$ cat src/sv/srm_pkg.sv
// Shared types and constants for the SPI register access master.
package srm_pkg;

  localparam int unsigned FRAME_BITS_DEF = 16;
  localparam int unsigned WORD_BITS      = 16;
  localparam int unsigned ADDR_BITS      = 4;
  localparam int unsigned DATA_BITS      = 11;
  localparam int unsigned DELAY_BITS     = 8;

  localparam logic [DATA_BITS-1:0]  READ_FILL      = 11'h7FF;
  localparam logic [DELAY_BITS-1:0] HALF_DELAY_RST = 8'd10;

  localparam logic ACT_WRITE = 1'b0;
  localparam logic ACT_READ  = 1'b1;

  typedef enum logic [6:0] {
    PH_IDLE   = 7'b0000001,
    PH_LEAD   = 7'b0000010,
    PH_HIGH   = 7'b0000100,
    PH_SAMPLE = 7'b0001000,
    PH_LOW    = 7'b0010000,
    PH_TAIL   = 7'b0100000,
    PH_GUARD  = 7'b1000000
  } phase_t;

  typedef struct packed {
    logic                 start_req;
    logic                 action;
    logic [ADDR_BITS-1:0] reg_addr;
    logic [DATA_BITS-1:0] write_data;
    logic                 miso;
  } srm_in_t;

  typedef struct packed {
    logic                 sck;
    logic                 mosi;
    logic                 cs_n;
    logic                 busy_res;
    logic                 done_res;
    logic [WORD_BITS-1:0] read_data;
  } srm_out_t;

endpackage

$ cat src/sv/spi_register_access_master_top.sv
// Top level: input register, pin sequencer, result register and config register.
// A result is taken into the result register when the sequencer takes the held input,
// so each item passes through the input register and then the result register.
// Throughput: one transfer per cycle while the output is not stalled; each transfer is one tick of the sequencer.
// A stalled result holds the result register; the input register then stalls
// upstream only if it is itself full.
// Reset (rst, synchronous): sequencer idle, no result pending, delay = 10.
module spi_register_access_master_top
  import srm_pkg::*;
#(
  parameter int unsigned FRAME_BITS = FRAME_BITS_DEF
) (
  input  logic                  clk,
  input  logic                  rst,
  input  logic                  in_valid,
  output logic                  in_stall,
  input  srm_in_t               in_data,
  output logic                  out_valid,
  input  logic                  out_stall,
  output srm_out_t              out_data,
  input  logic                  cfg_we,
  input  logic [DELAY_BITS-1:0] cfg_data
);

  logic                  in_q_valid;
  srm_in_t               in_q;
  logic                  fire;
  srm_out_t              res;
  logic [DELAY_BITS-1:0] half_delay;

  assign fire     = in_q_valid && (!out_valid || !out_stall);
  assign in_stall = in_q_valid && !fire;

  always_ff @(posedge clk) begin
    if (rst) begin
      in_q_valid <= 1'b0;
    end else if (!in_stall) begin
      in_q_valid <= in_valid;
    end
    if (in_valid && !in_stall) begin
      in_q <= in_data;
    end
  end

  always_ff @(posedge clk) begin
    if (rst) begin
      half_delay <= HALF_DELAY_RST;
    end else if (cfg_we) begin
      half_delay <= cfg_data;
    end
  end

  srm_seq #(
    .FRAME_BITS(FRAME_BITS)
  ) u_seq (
    .clk        (clk),
    .rst        (rst),
    .step       (fire),
    .item       (in_q),
    .half_delay (half_delay),
    .res        (res)
  );

  always_ff @(posedge clk) begin
    if (rst) begin
      out_valid <= 1'b0;
    end else if (fire) begin
      out_valid <= 1'b1;
    end else if (!out_stall) begin
      out_valid <= 1'b0;
    end
    if (fire) begin
      out_data <= res;
    end
  end

endmodule

$ cat src/sv/srm_seq.sv
// Pin sequencer: one tick of the SPI transaction per step.
module srm_seq
  import srm_pkg::*;
#(
  parameter int unsigned FRAME_BITS = FRAME_BITS_DEF
) (
  input  logic                  clk,
  input  logic                  rst,
  input  logic                  step,
  input  srm_in_t               item,
  input  logic [DELAY_BITS-1:0] half_delay,
  output srm_out_t              res
);

  localparam int unsigned BCW = $clog2(FRAME_BITS + 1);

  phase_t                phase, phase_next;
  logic [BCW-1:0]        bit_count, bit_count_next;
  logic [DELAY_BITS-1:0] delay_count, delay_count_next;
  logic [1:0]            sample_count, sample_count_next;
  logic [2:0]            sample_bits, sample_bits_next;
  logic [FRAME_BITS-1:0] tx_shift, tx_shift_next;
  logic [FRAME_BITS-1:0] rx_shift, rx_shift_next;

  logic [DELAY_BITS-1:0] eff_delay;
  logic                  delay_hit;
  logic [2:0]            sb_tmp;
  logic                  maj;
  logic [BCW-1:0]        bc_inc;
  logic                  done;
  logic [WORD_BITS-1:0]  word;
  logic [FRAME_BITS-1:0] frame_load;
  logic [WORD_BITS-1:0]  rx_word;

  assign word = {item.action, item.reg_addr,
                 (item.action == ACT_READ) ? READ_FILL : item.write_data};

  generate
    if (FRAME_BITS == WORD_BITS) begin : g_frame_eq
      assign frame_load = word;
      assign rx_word    = rx_shift_next;
    end else if (FRAME_BITS > WORD_BITS) begin : g_frame_wide
      // word at the top, ones below
      assign frame_load = {word, {(FRAME_BITS - WORD_BITS){1'b1}}};
      assign rx_word    = rx_shift_next[WORD_BITS-1:0];
    end else begin : g_frame_narrow
      assign frame_load = word[WORD_BITS-1 -: FRAME_BITS];
      assign rx_word    = {{(WORD_BITS - FRAME_BITS){1'b0}}, rx_shift_next};
    end
  endgenerate

  // a zero delay setting is treated as a setting of one
  assign eff_delay = (half_delay == '0) ? DELAY_BITS'(1) : half_delay;
  assign delay_hit = ({1'b0, delay_count} + 9'd1) >= {1'b0, eff_delay};
  assign sb_tmp    = sample_bits | ({2'b00, item.miso} << sample_count);
  assign maj       = (sb_tmp[0] & sb_tmp[1]) | (sb_tmp[0] & sb_tmp[2]) |
                     (sb_tmp[1] & sb_tmp[2]);
  assign bc_inc    = bit_count + BCW'(1);

  always_comb begin
    phase_next        = phase;
    bit_count_next    = bit_count;
    delay_count_next  = delay_count;
    sample_count_next = sample_count;
    sample_bits_next  = sample_bits;
    tx_shift_next     = tx_shift;
    rx_shift_next     = rx_shift;
    done              = 1'b0;
    unique case (phase)
      PH_LEAD: begin
        if (delay_hit) begin
          phase_next       = PH_HIGH;
          delay_count_next = '0;
        end else begin
          delay_count_next = delay_count + DELAY_BITS'(1);
        end
      end
      PH_HIGH: begin
        if (delay_hit) begin
          phase_next        = PH_SAMPLE;
          delay_count_next  = '0;
          sample_bits_next  = {2'b00, item.miso};
          sample_count_next = 2'd1;
        end else begin
          delay_count_next = delay_count + DELAY_BITS'(1);
        end
      end
      PH_SAMPLE: begin
        sample_bits_next  = sb_tmp;
        sample_count_next = sample_count + 2'd1;
        if (sample_count >= 2'd2) begin
          rx_shift_next     = {rx_shift[FRAME_BITS-2:0], maj};
          sample_count_next = '0;
          phase_next        = PH_LOW;
          delay_count_next  = '0;
        end
      end
      PH_LOW: begin
        if (delay_hit) begin
          tx_shift_next    = {tx_shift[FRAME_BITS-2:0], 1'b1};
          delay_count_next = '0;
          if (bc_inc >= BCW'(FRAME_BITS)) begin
            bit_count_next = '0;
            phase_next     = PH_TAIL;
          end else begin
            bit_count_next = bc_inc;
            phase_next     = PH_HIGH;
          end
        end else begin
          delay_count_next = delay_count + DELAY_BITS'(1);
        end
      end
      PH_TAIL: begin
        if (delay_hit) begin
          phase_next       = PH_GUARD;
          delay_count_next = '0;
        end else begin
          delay_count_next = delay_count + DELAY_BITS'(1);
        end
      end
      PH_GUARD: begin
        if (delay_hit) begin
          phase_next       = PH_IDLE;
          delay_count_next = '0;
          done             = 1'b1;
        end else begin
          delay_count_next = delay_count + DELAY_BITS'(1);
        end
      end
      default: begin
        // idle, and any stray code
        phase_next = PH_IDLE;
        if (item.start_req) begin
          tx_shift_next     = frame_load;
          rx_shift_next     = '0;
          bit_count_next    = '0;
          sample_count_next = '0;
          sample_bits_next  = '0;
          phase_next        = PH_LEAD;
          delay_count_next  = '0;
        end
      end
    endcase
  end

  always_comb begin
    res.sck       = (phase_next == PH_HIGH);
    res.mosi      = tx_shift_next[FRAME_BITS-1];
    res.cs_n      = (phase_next == PH_IDLE) || (phase_next == PH_GUARD);
    res.busy_res  = (phase_next != PH_IDLE);
    res.done_res  = done;
    res.read_data = done ? rx_word : '0;
  end

  always_ff @(posedge clk) begin
    if (rst) begin
      phase        <= PH_IDLE;
      bit_count    <= '0;
      delay_count  <= '0;
      sample_count <= '0;
      sample_bits  <= '0;
      tx_shift     <= '1;
      rx_shift     <= '0;
    end else if (step) begin
      phase        <= phase_next;
      bit_count    <= bit_count_next;
      delay_count  <= delay_count_next;
      sample_count <= sample_count_next;
      sample_bits  <= sample_bits_next;
      tx_shift     <= tx_shift_next;
      rx_shift     <= rx_shift_next;
    end
  end

  a_bit_count_range: assert property (@(posedge clk) disable iff (rst)
    bit_count < BCW'(FRAME_BITS))
    else $error("bit counter past frame length");

  a_sample_to_low: assert property (@(posedge clk) disable iff (rst)
    (step && (phase == PH_SAMPLE) && (sample_count == 2'd2)) |=> (phase == PH_LOW))
    else $error("third sample did not move on to low phase");

  a_done_from_guard: assert property (@(posedge clk) disable iff (rst)
    (step && res.done_res) |-> (phase == PH_GUARD) && !res.busy_res && res.cs_n)
    else $error("done outside the end of guard phase");

  a_idle_mosi_high: assert property (@(posedge clk) disable iff (rst)
    (step && (phase == PH_GUARD) && delay_hit) |=> (phase == PH_IDLE) && tx_shift[FRAME_BITS-1])
    else $error("mosi not high on return to idle");

endmodule
$ cat config.mk
export PLATFORM = sky130hd
export DESIGN_NAME = spi_register_access_master_top
export DESIGN_NICKNAME = d
export VERILOG_FILES = /design/src/sv/srm_pkg.sv /design/src/sv/spi_register_access_master_top.sv /design/src/sv/srm_seq.sv
export SDC_FILE = /design/constraint.sdc
export NUM_CORES = 1
export LEC_CHECK = 0
export BUFFER_PORTS_ARGS = -buffer_cell sky130_fd_sc_hd__buf_2
export CAP_MARGIN = 20
export CELL_PAD_IN_SITES_DETAIL_PLACEMENT = 2
export CELL_PAD_IN_SITES_GLOBAL_PLACEMENT = 2
export CORE_MARGIN = 4
export CORE_UTILIZATION = 38
export DETAILED_ROUTE_END_ITERATION = 10
export PLACE_DENSITY_LB_ADDON = 0.08
export SYNTH_ARGS = -nofsm -noshare
export SYNTH_HDL_FRONTEND = slang
export SYNTH_SLANG_ARGS = --single-unit
$ cat constraint.sdc
create_clock -name clk -period 3.9 [get_ports clk]
set_clock_uncertainty 0.15 [all_clocks]
set_input_delay 0.78 -clock clk [delete_from_list [all_inputs] [get_ports clk]]
set_output_delay 0.78 -clock clk [all_outputs]
set_load 0.02 [all_outputs]
* Word level (Yosys, flattened, before mapping)
Index checks and enable logic that the tools add are counted.
Word-level totals: bits in registers 106
Cells by class: reductions and logical operators 19, order comparisons 3, add/subtract/negate cells 4, bitwise operators 8, equality and inequality tests 14, muxes and demuxes 36, shift operators 1
Operators with widths (count):
- two-way mux 16 bit | 4
- case mux 16 bit (2 select lines) | 2
- two-way mux 7 bit | 6
- case mux 7 bit (6 select lines) | 1
- two-way mux 8 bit | 4
- case mux 8 bit (2 select lines) | 1
- two-way mux 5 bit | 3
- equality test 7 x 3 -> 1 bit, second input constant | 2
- equality test 7 bit, second input constant | 2
- two-way mux 11 bit | 1
- case mux 5 bit (2 select lines) | 1
- OR reduction 5 bit | 2
- adder 8 x 1 -> 9 bit, second input constant | 1
- >= comparator 9 x 8 -> 1 bit | 1
- case mux 3 bit (3 select lines) | 1
- adder 8 x 1 -> 8 bit, second input constant | 1
- logical NOT 8 bit | 1
- two-way mux 2 bit | 4
- inequality test 2 x 1 -> 1 bit, second input constant | 4
- AND reduction 4 bit | 2
- equality test 7 x 1 -> 1 bit, second input constant | 1
- equality test 7 x 2 -> 1 bit, second input constant | 1
- equality test 7 x 4 -> 1 bit, second input constant | 1
- equality test 7 x 5 -> 1 bit, second input constant | 1
- 22 further kinds | 37

* Logic depth before layout (Yosys ltp)
Gate-level depths: netlist of the first run.
word-level depth 7, depth in mapped cells 14, depth with buffers taken out 11

* Cells and area by module
From an unflattened synthesis of the first run, not the netlist that was laid out.
Unflattened totals: cells, all modules 491, area total of the unflattened synthesis 4857.2 sq um
By module, submodules not included:
- srm_seq | times used 1, sequential area each 1141.1 sq um, area an instance 3314.4 sq um, cells an instance 416
- spi_register_access_master_top | times used 1, sequential area each 1371.3 sq um, area an instance 1542.7 sq um, cells an instance 75

* Least setup slack after synthesis of the first run
Ideal clock, no wire load.
path kind register to register, start point register u_seq.delay_count[2], end point register u_seq.tx_shift[14], library setup time 122 ps, arrival time 2679 ps, path buffers 3, period minus slack after synthesis 2950 ps, cell stages (with the launch flop) 14, slack 950 ps, cell sequence dfxtp_1 > and3_1 > and3_1 > nand2_1 > xnor2_1 > ha_1 > nand3_1 > o211ai_1 > a211o_1 > clkbuf_1 > and3_1 > buf_2 > buf_2 > a221o_1
Between the ends: longest elaborated chain between the ends 4
Ends and longest elaborated chain:
- start, declared | RTL line srm_seq.sv:19 | logic [DELAY_BITS-1:0] delay_count, delay_count_next;
- start signal, assigned | RTL line srm_seq.sv:167 | delay_count <= delay_count_next;
- adder 8 x 1 -> 9 bit | RTL line srm_seq.sv:54 | assign delay_hit = ({1'b0, delay_count} + 9'd1) >= {1'b0, eff_delay};
- >= comparator 9 x 8 -> 1 bit | RTL line srm_seq.sv:54
- inequality test 2 x 1 -> 1 bit (no source line)
- AND reduction 4 bit (no source line)
- end signal, assigned | RTL line srm_seq.sv:170 | tx_shift <= tx_shift_next;
- end, declared | RTL line srm_seq.sv:22 | logic [FRAME_BITS-1:0] tx_shift, tx_shift_next;
Every way passes these cells. A chain may end at the register's enable or synchronous reset.

* Worst setup path after layout of the first run
start point register u_seq.delay_count[0], end point register u_seq.tx_shift[4]
The elaborated chain is that of the path after synthesis.

==> summary.md, run 1 <==
| Metric | Value |
|---|---|
| Status | `finished, final reports clean` |
| PostCTS Resize Cnt | `0` |
| Ys Warns | `0` |
| Routed wire length | `12.0 mm` |
| Num CTS Buffers | `9` |
| Syn Nets | `slightly below 500` |
| NumNets Final | `between 500 and 600` |
| Fin crit period | `3540 ps` |
| Fill count | `around 1300` |
| Endpoints failing setup | `0` |
| Overflow left after global routing | `0` |
| Placed Area | `a little over 5000 um2` |
| Fin crit share | `90.7%` |
| Largest area contributor in the netlist | `dfxtp_1` |
| Critical path's top delay family | `simple AND/OR/NAND/NOR gates` |
| Via count | `roughly 3600` |
| Chip Width | `119 um` |
| Setup Fix Bufs, Post-CTS | `0` |
| CP Data Required Time | `roughly 4000 ps` |
| Post-place setup slack | `about 190 ps` |
| Cells after Synth | `roughly 440` |
| Ports | `54` |
| Initial Utilization | `38.8%` |
| Critical path class | `reg2reg` |
| # hold bufs at CTS | `0` |
| Depth of the worst register-to-register path | `11` |
| Number of global-route vias before repair | `~3800` |
| Clock latency on the worst-skew pair | `between 300 and 400 ps` |
| Avg Cell Area, Syn | `roughly 11 um2` |
| Max stage delay on crit path | `540 ps` |
| Initial antenna violation count | `0` |
| CP Data Arrival Time | `3680 ps` |
| Highest ir drop seen on vdd | `about 240 uV` |
| Worst setup EP type | `flip-flop` |
| RePlAce Congestion | `about 0.76` |
| Largest net degree at the start of global routing | `35` |
| Slew @ Worst Pin | `704 ps` |
| Standard-cell rows | `40` |
| Finished Layout Cells | `640` |
| Most used DFF post-synth | `dfxtp_1` |
| Cell Area, Synth | `around 4700 um2` |
| CP Depth | `11` |
| P per Cell Area | `420 nW/um2` |
| Endpoints failing hold | `0` |
| Total track usage | `between 10% and 20%` |
| Hold Crit Depth | `1` |
| Yosys reg bits | `about 110` |
| Fraction of layout cells with a size suffix above 1 | `17.8%` |
| Max Clock Freq | `about 0.28 GHz` |
| Worst hold path type | `reg2reg` |
| Startpoint Class | `flip-flop` |
| Antenna Cells | `0` |
| Ys async rst share | `0%` |
| Total Die Area | `14100 um2` |
| RSZ-0062 raised after global routing | `false` |
| Switch Pwr | `about 0.00054 W` |
| Net Sw Frac | `24.2%` |
| Final Worst Setup Slack | `364 ps` |
| DR DRC count | `0` |
| Initial DRT Pass Iterations | `4` |
| WP buf/inv | `1` |
| Root Driver | `clkbuf_16` |
| Vias per cell | `5.59` |
| Crit-path cells | `ha_1, nand3_1, xnor2_1, ha_1, a21oi_1, o211ai_1, a211o_1, buf_4, and3_1, nor2_2, a221o_1` |
| Synth area leaders | `dfxtp_1 29%, edfxtp_1 25%, a22o_1 3.6%` |
| Critical Path Most Common Cell | `ha_1` |
| Global-route wire length before repair | `about 20 mm` |
| Clk slew on worst S/H paths | `~70 ps` |
| DR iter-0 viols | `181` |
| Final Max Tran Viols | `0` |
| Slew margin rel. | `a little over half` |
| Max_cap viols | `0` |
| Drt wl/cell | `18.7 um` |
| Leak | `~2.1 nW` |
| Yosys cell types | `between 50 and 60` |
| Die Ht | `between 100 and 150 um` |
| Placed cells | `a little over 600` |
| Combinational power share | `under 10%` |
| Top-area cell type share of the netlist area | `between 20% and 30%` |
| Most frequent cell after synthesis | `dfxtp_1` |
| Post-synth EDFFs | `39` |
| Part of the power in the clock network | `between 30% and 40%` |
| Port Buffers | `53` |
| Post-synth top cells | `67 x dfxtp_1, 39 x edfxtp_1, 33 x nor2_1` |
| DP Wirelength | `8.35 mm` |
| Finished Cell Area | `approximately 5300 um2` |
| Core area | `between 10000 and 15000 um2` |
| CTS max path bufs | `2` |
| H-tree depth | `3` |
| Setup TNS | `0 ps` |
| Int Pwr | `roughly 0.0017 W` |
| CP max FO | `16` |
| Slowest cell on crit path | `nor2_2` |
| Detail Route Antenna Nets | `0` |
| # clock sinks | `between 100 and 150` |
| Seq pwr share | `about 54%` |
| CTS tree | `built` |
| Area growth syn-to-layout | `14.2%` |
| Register area share after synthesis | `between 50% and 60%` |
[cells in the final DEF, fill, tap and decap left out, types with 5 or more instances in the layout]
| cell | count |
|---|---|
| a22o_1 | 19 |
| and2_1 | 18 |
| buf_2 | 53 |
| dfxtp_1 | 67 |
| nor2b_1 | 7 |
| nor2_1 | 33 |
| a31oi_1 | 6 |
| edfxtp_1 | 39 |
| buf_4 | 8 |
| o211ai_1 | 7 |
| a21o_1 | 7 |
| nand3_1 | 17 |
| o21ai_0 | 27 |
| inv_1 | 13 |
| nor3_1 | 9 |
| nand4b_1 | 5 |
| a21oi_1 | 23 |
| nand2_1 | 26 |
| mux2i_1 | 7 |
| clkbuf_16 | 9 |
| ha_1 | 10 |
| and3_1 | 9 |
| a221o_1 | 14 |
| xnor2_1 | 6 |
[path summary, 6_finish.rpt]
path                                           start                  to  slack [ps]
worst min-delay path              u_seq.rx_shift[15]  u_seq.rx_shift[15]         330
worst max-delay path            u_seq.delay_count[0]   u_seq.tx_shift[4]         360
worst max register to register  u_seq.delay_count[0]   u_seq.tx_shift[4]         360
worst min register to register    u_seq.rx_shift[15]  u_seq.rx_shift[15]         330
[routing by layer]
layer  vias to the layer above  share of wire (%)  track usage [%]  wire (um)
met2                        62                 49             30.1       5900
met1                      1768                 46             21.5       5530
met4                         0                1.4             5.72        165
li1                       1736                  -                -          -
met3                        12                3.0             3.44        359
met5                         -                  0                0          0
[state kept, by name (all words and copies together) (netlist names)]
signal and count:
half_delay 8, in_q 18, in_q_valid 1, out_data 21, out_valid 1, u_seq.bit_count 5, u_seq.delay_count 8, u_seq.phase 7
u_seq.rx_shift 16, u_seq.sample_bits 3, u_seq.sample_count 2, u_seq.tx_shift 16
[metrics by stage]
stage	total power (W)	hold slack, ps	utilization (%)
3_3_place_gp	0.00139	315	41.9
3_5_place_dp	0.00140	319	41.9
6_report	0.00223	333	44.3
2_1_floorplan	0.00134	290	-
4_1_cts	0.00226	341	44.2
5_1_grt	0.00233	370	44.3
[logic make-up after synthesis]
logic type	share of synthesized area (%)
compound gates	19.8
xor+xnor	1.69
fa+ha+maj	2.69
buf+inv	3.81
flops	53.9
mux	1.50
simple gates	16.5
[power by group through the flow]
stage                     clock, W  combinational, W  sequential (W)
after floorplan                  0         0.0000979         0.00124
after global placement           0          0.000156         0.00123
after detailed placement         0          0.000162         0.00123
after CTS                 0.000886          0.000164         0.00121
after global routing      0.000939          0.000178         0.00121
final                     0.000867          0.000160         0.00121
[final cells by class]
cell class              count  area, um2  area share (%)
flip-flops and latches    106       2510            47.2
multi-input cells         296       1970            37.0
repair buffers             61        325            6.11
clock buffers              10        239            4.49
well taps                 147        184            3.46
inverters                  14       52.6           0.988
clock inverters             6       38.8           0.729
(Power assumes the default switching activity.)
==> run 2: changes to the inputs <==
--- a/config.mk
+++ b/config.mk
@@ -13,6 +13,7 @@
 export CORE_UTILIZATION = 38
 export DETAILED_ROUTE_END_ITERATION = 10
 export PLACE_DENSITY_LB_ADDON = 0.08
+export REMOVE_ABC_BUFFERS = 1
 export SYNTH_ARGS = -nofsm -noshare
 export SYNTH_HDL_FRONTEND = slang
 export SYNTH_SLANG_ARGS = --single-unit
==> summary.md, run 2 (synthesis gave the netlist of run 1 again) <==
| Metric | Value |
|---|---|
| Initial DRT Pass Iterations | `4` |
| Via count | `approximately 3600` |
| FF-to-FF Start | `u_seq.delay_count[0]` |
| Number of global-route vias before repair | `approximately 3900` |
| Antenna Cells | `0` |
| Critical Path Most Common Cell | `ha_1` |
| Initial Utilization | `roughly two fifths` |
| Total Die Area | `14100 um2` |
| Max stage delay on crit path | `around 560 ps` |
| Standard-cell rows | `40` |
| Chip Width | `about 120 um` |
| Total track usage | `approximately 17%` |
| RePlAce Congestion | `around 0.76` |
| Worst hold path type | `reg2reg` |
| Port Buffers | `between 50 and 60` |
| Most frequent cells in the layout | `67 x dfxtp_1, 53 x buf_2, 39 x edfxtp_1` |
| Ports | `between 50 and 60` |
| Largest net degree at the start of global routing | `33` |
| Routed wire length | `11.7 mm` |
| Fin crit share | `between 90 and 100%` |
| Worst setup path end | `u_seq.tx_shift[7]` |
| Most common cell after layout, fill and taps aside | `dfxtp_1` |
| # clock sinks | `approximately 110` |
| Detail Route Antenna Nets | `0` |
| Core area | `~12000 um2` |
| Hold_ws | `about 330 ps` |
| Worst setup EP type | `flip-flop` |
| Endpoints failing setup | `0` |
| Endpoint of the worst-slack reg-to-reg timing path | `u_seq.tx_shift[7]` |
| # hold bufs at CTS | `0` |
| CTS tree | `built` |
| Setup crit start | `u_seq.delay_count[0]` |
| Num CTS Buffers | `9` |
| CP Data Required Time | `roughly 4000 ps` |
| Fin crit period | `3550 ps` |
| Global-route wire length before repair | `around 20 mm` |
| Critical path class | `reg2reg` |
| DP Wirelength | `between 8 and 9 mm` |
| CP Data Arrival Time | `around 3700 ps` |
| Max Clock Freq | `roughly 0.28 GHz` |
| Setup Fix Bufs, Post-CTS | `0` |
| Endpoints failing hold | `0` |
| FF-to-FF setup slack | `approximately 350 ps` |
| Largest regs | `out_data (21), in_q (18)` |
| Clock latency on the worst-skew pair | `between 300 and 400 ps` |
| Max_cap viols | `0` |
| Largest register FFs | `21` |
| RSZ-0062 raised after global routing | `false` |
| Die Ht | `119 um` |
| H-tree depth | `3` |
| DR iter-0 viols | `131` |
| Area growth syn-to-layout | `14.1%` |
| Root Driver | `clkbuf_16` |
| CTS max path bufs | `2` |
| CP max FO | `16` |
| DR DRC count | `0` |
| Crit-path cells | `ha_1, nand3_1, xnor2_1, ha_1, a21oi_1, o211ai_1, a211o_1, and3_1, nor2_2, a221o_1` |
| Clk slew on worst S/H paths | `70 ps` |
| Startpoint Class | `flip-flop` |
| Vias per cell | `5.64` |
| Drt wl/cell | `18.3 um` |
| Fraction of layout cells with a size suffix above 1 | `17.6%` |
| Overflow left after global routing | `0` |
| Slowest cell on crit path | `nor2_2` |
| NumNets Final | `529` |
| Leak | `about 2.1 nW` |
| Initial antenna violation count | `0` |
| Depth of the worst register-to-register path | `10` |
| Slew margin rel. | `between 50% and 60%` |
| Status | `finished, final reports clean` |
| Highest ir drop seen on vdd | `~220 uV` |
| Setup TNS | `0 ps` |
| Slew @ Worst Pin | `between 700 and 800 ps` |
| Final Max Tran Viols | `0` |
| P per Cell Area | `between 400 and 500 nW/um2` |
| Register with the most flip-flops | `out_data` |
| PostCTS Resize Cnt | `0` |
-- run 2: changes by cell type in the layout (fill, tap and decap cells not counted), sizes merged --
cell and change:
clkbuf +2, clkinvlp -1, inv -1
-- run 2: metrics by stage --
stage          utilization [%]  power [W]  instance area, um2  std cells  worst slack [ps]
3_3_place_gp              42.0    0.00139                5040        624               615
6_report                  44.3    0.00222                5320        640               352
3_5_place_dp              42.0    0.00140                5040        624               347
2_1_floorplan                -    0.00132                4530        416               721
4_1_cts                   44.3    0.00225                5320        640               321
5_1_grt                   44.3    0.00232                5320        640               157
-- run 2: cell type report --
cell class              instances  area (um2)
fillers                      1260        6690
flip-flops and latches        106        2510
multi-input cells             296        1970
repair buffers                 61         325
clock buffers                  12         246
well taps                     147         184
inverters                      14        52.6
clock inverters                 4        27.5
-- run 2: worst min-delay path by stage --
stage                             startpoint                  to  slack, ps  cells after the start
after floorplan           u_seq.rx_shift[15]  u_seq.rx_shift[15]        290                      1
after global placement    u_seq.rx_shift[15]  u_seq.rx_shift[15]        310                      1
after detailed placement  u_seq.rx_shift[15]  u_seq.rx_shift[15]        310                      1
after CTS                 u_seq.rx_shift[15]  u_seq.rx_shift[15]        330                      1
after global routing      u_seq.rx_shift[15]  u_seq.rx_shift[15]        350                      1
final                     u_seq.rx_shift[15]  u_seq.rx_shift[15]        330                      1
-- run 2: worst max-delay path: cells and delay by family (launching register included) --
kind | cells | cell delay (ps)
AND/OR/NAND/NOR | 3 | 1070
adder cells (fa/ha/maj) | 2 | 620
XOR/XNOR | 1 | 250
flip-flops | 1 | 420
AO/OA/AOI/OAI | 4 | 980
-- run 2: report_power, final --
group | internal, W | total [W] | switching (W)
combinational | 0.0000582 | 0.000160 | 0.000102
sequential | 0.00119 | 0.00121 | 0.0000232
clock | 0.000452 | 0.000851 | 0.000398
-- run 2: layer usage --
layer  global-route usage (%)  vias up  wire, um
met5                        0        -         0
met4                     5.58        0       157
met3                     3.97       10       429
met2                     30.4       64      5890
met1                     21.2     1809      5260
li1                         -     1725         -
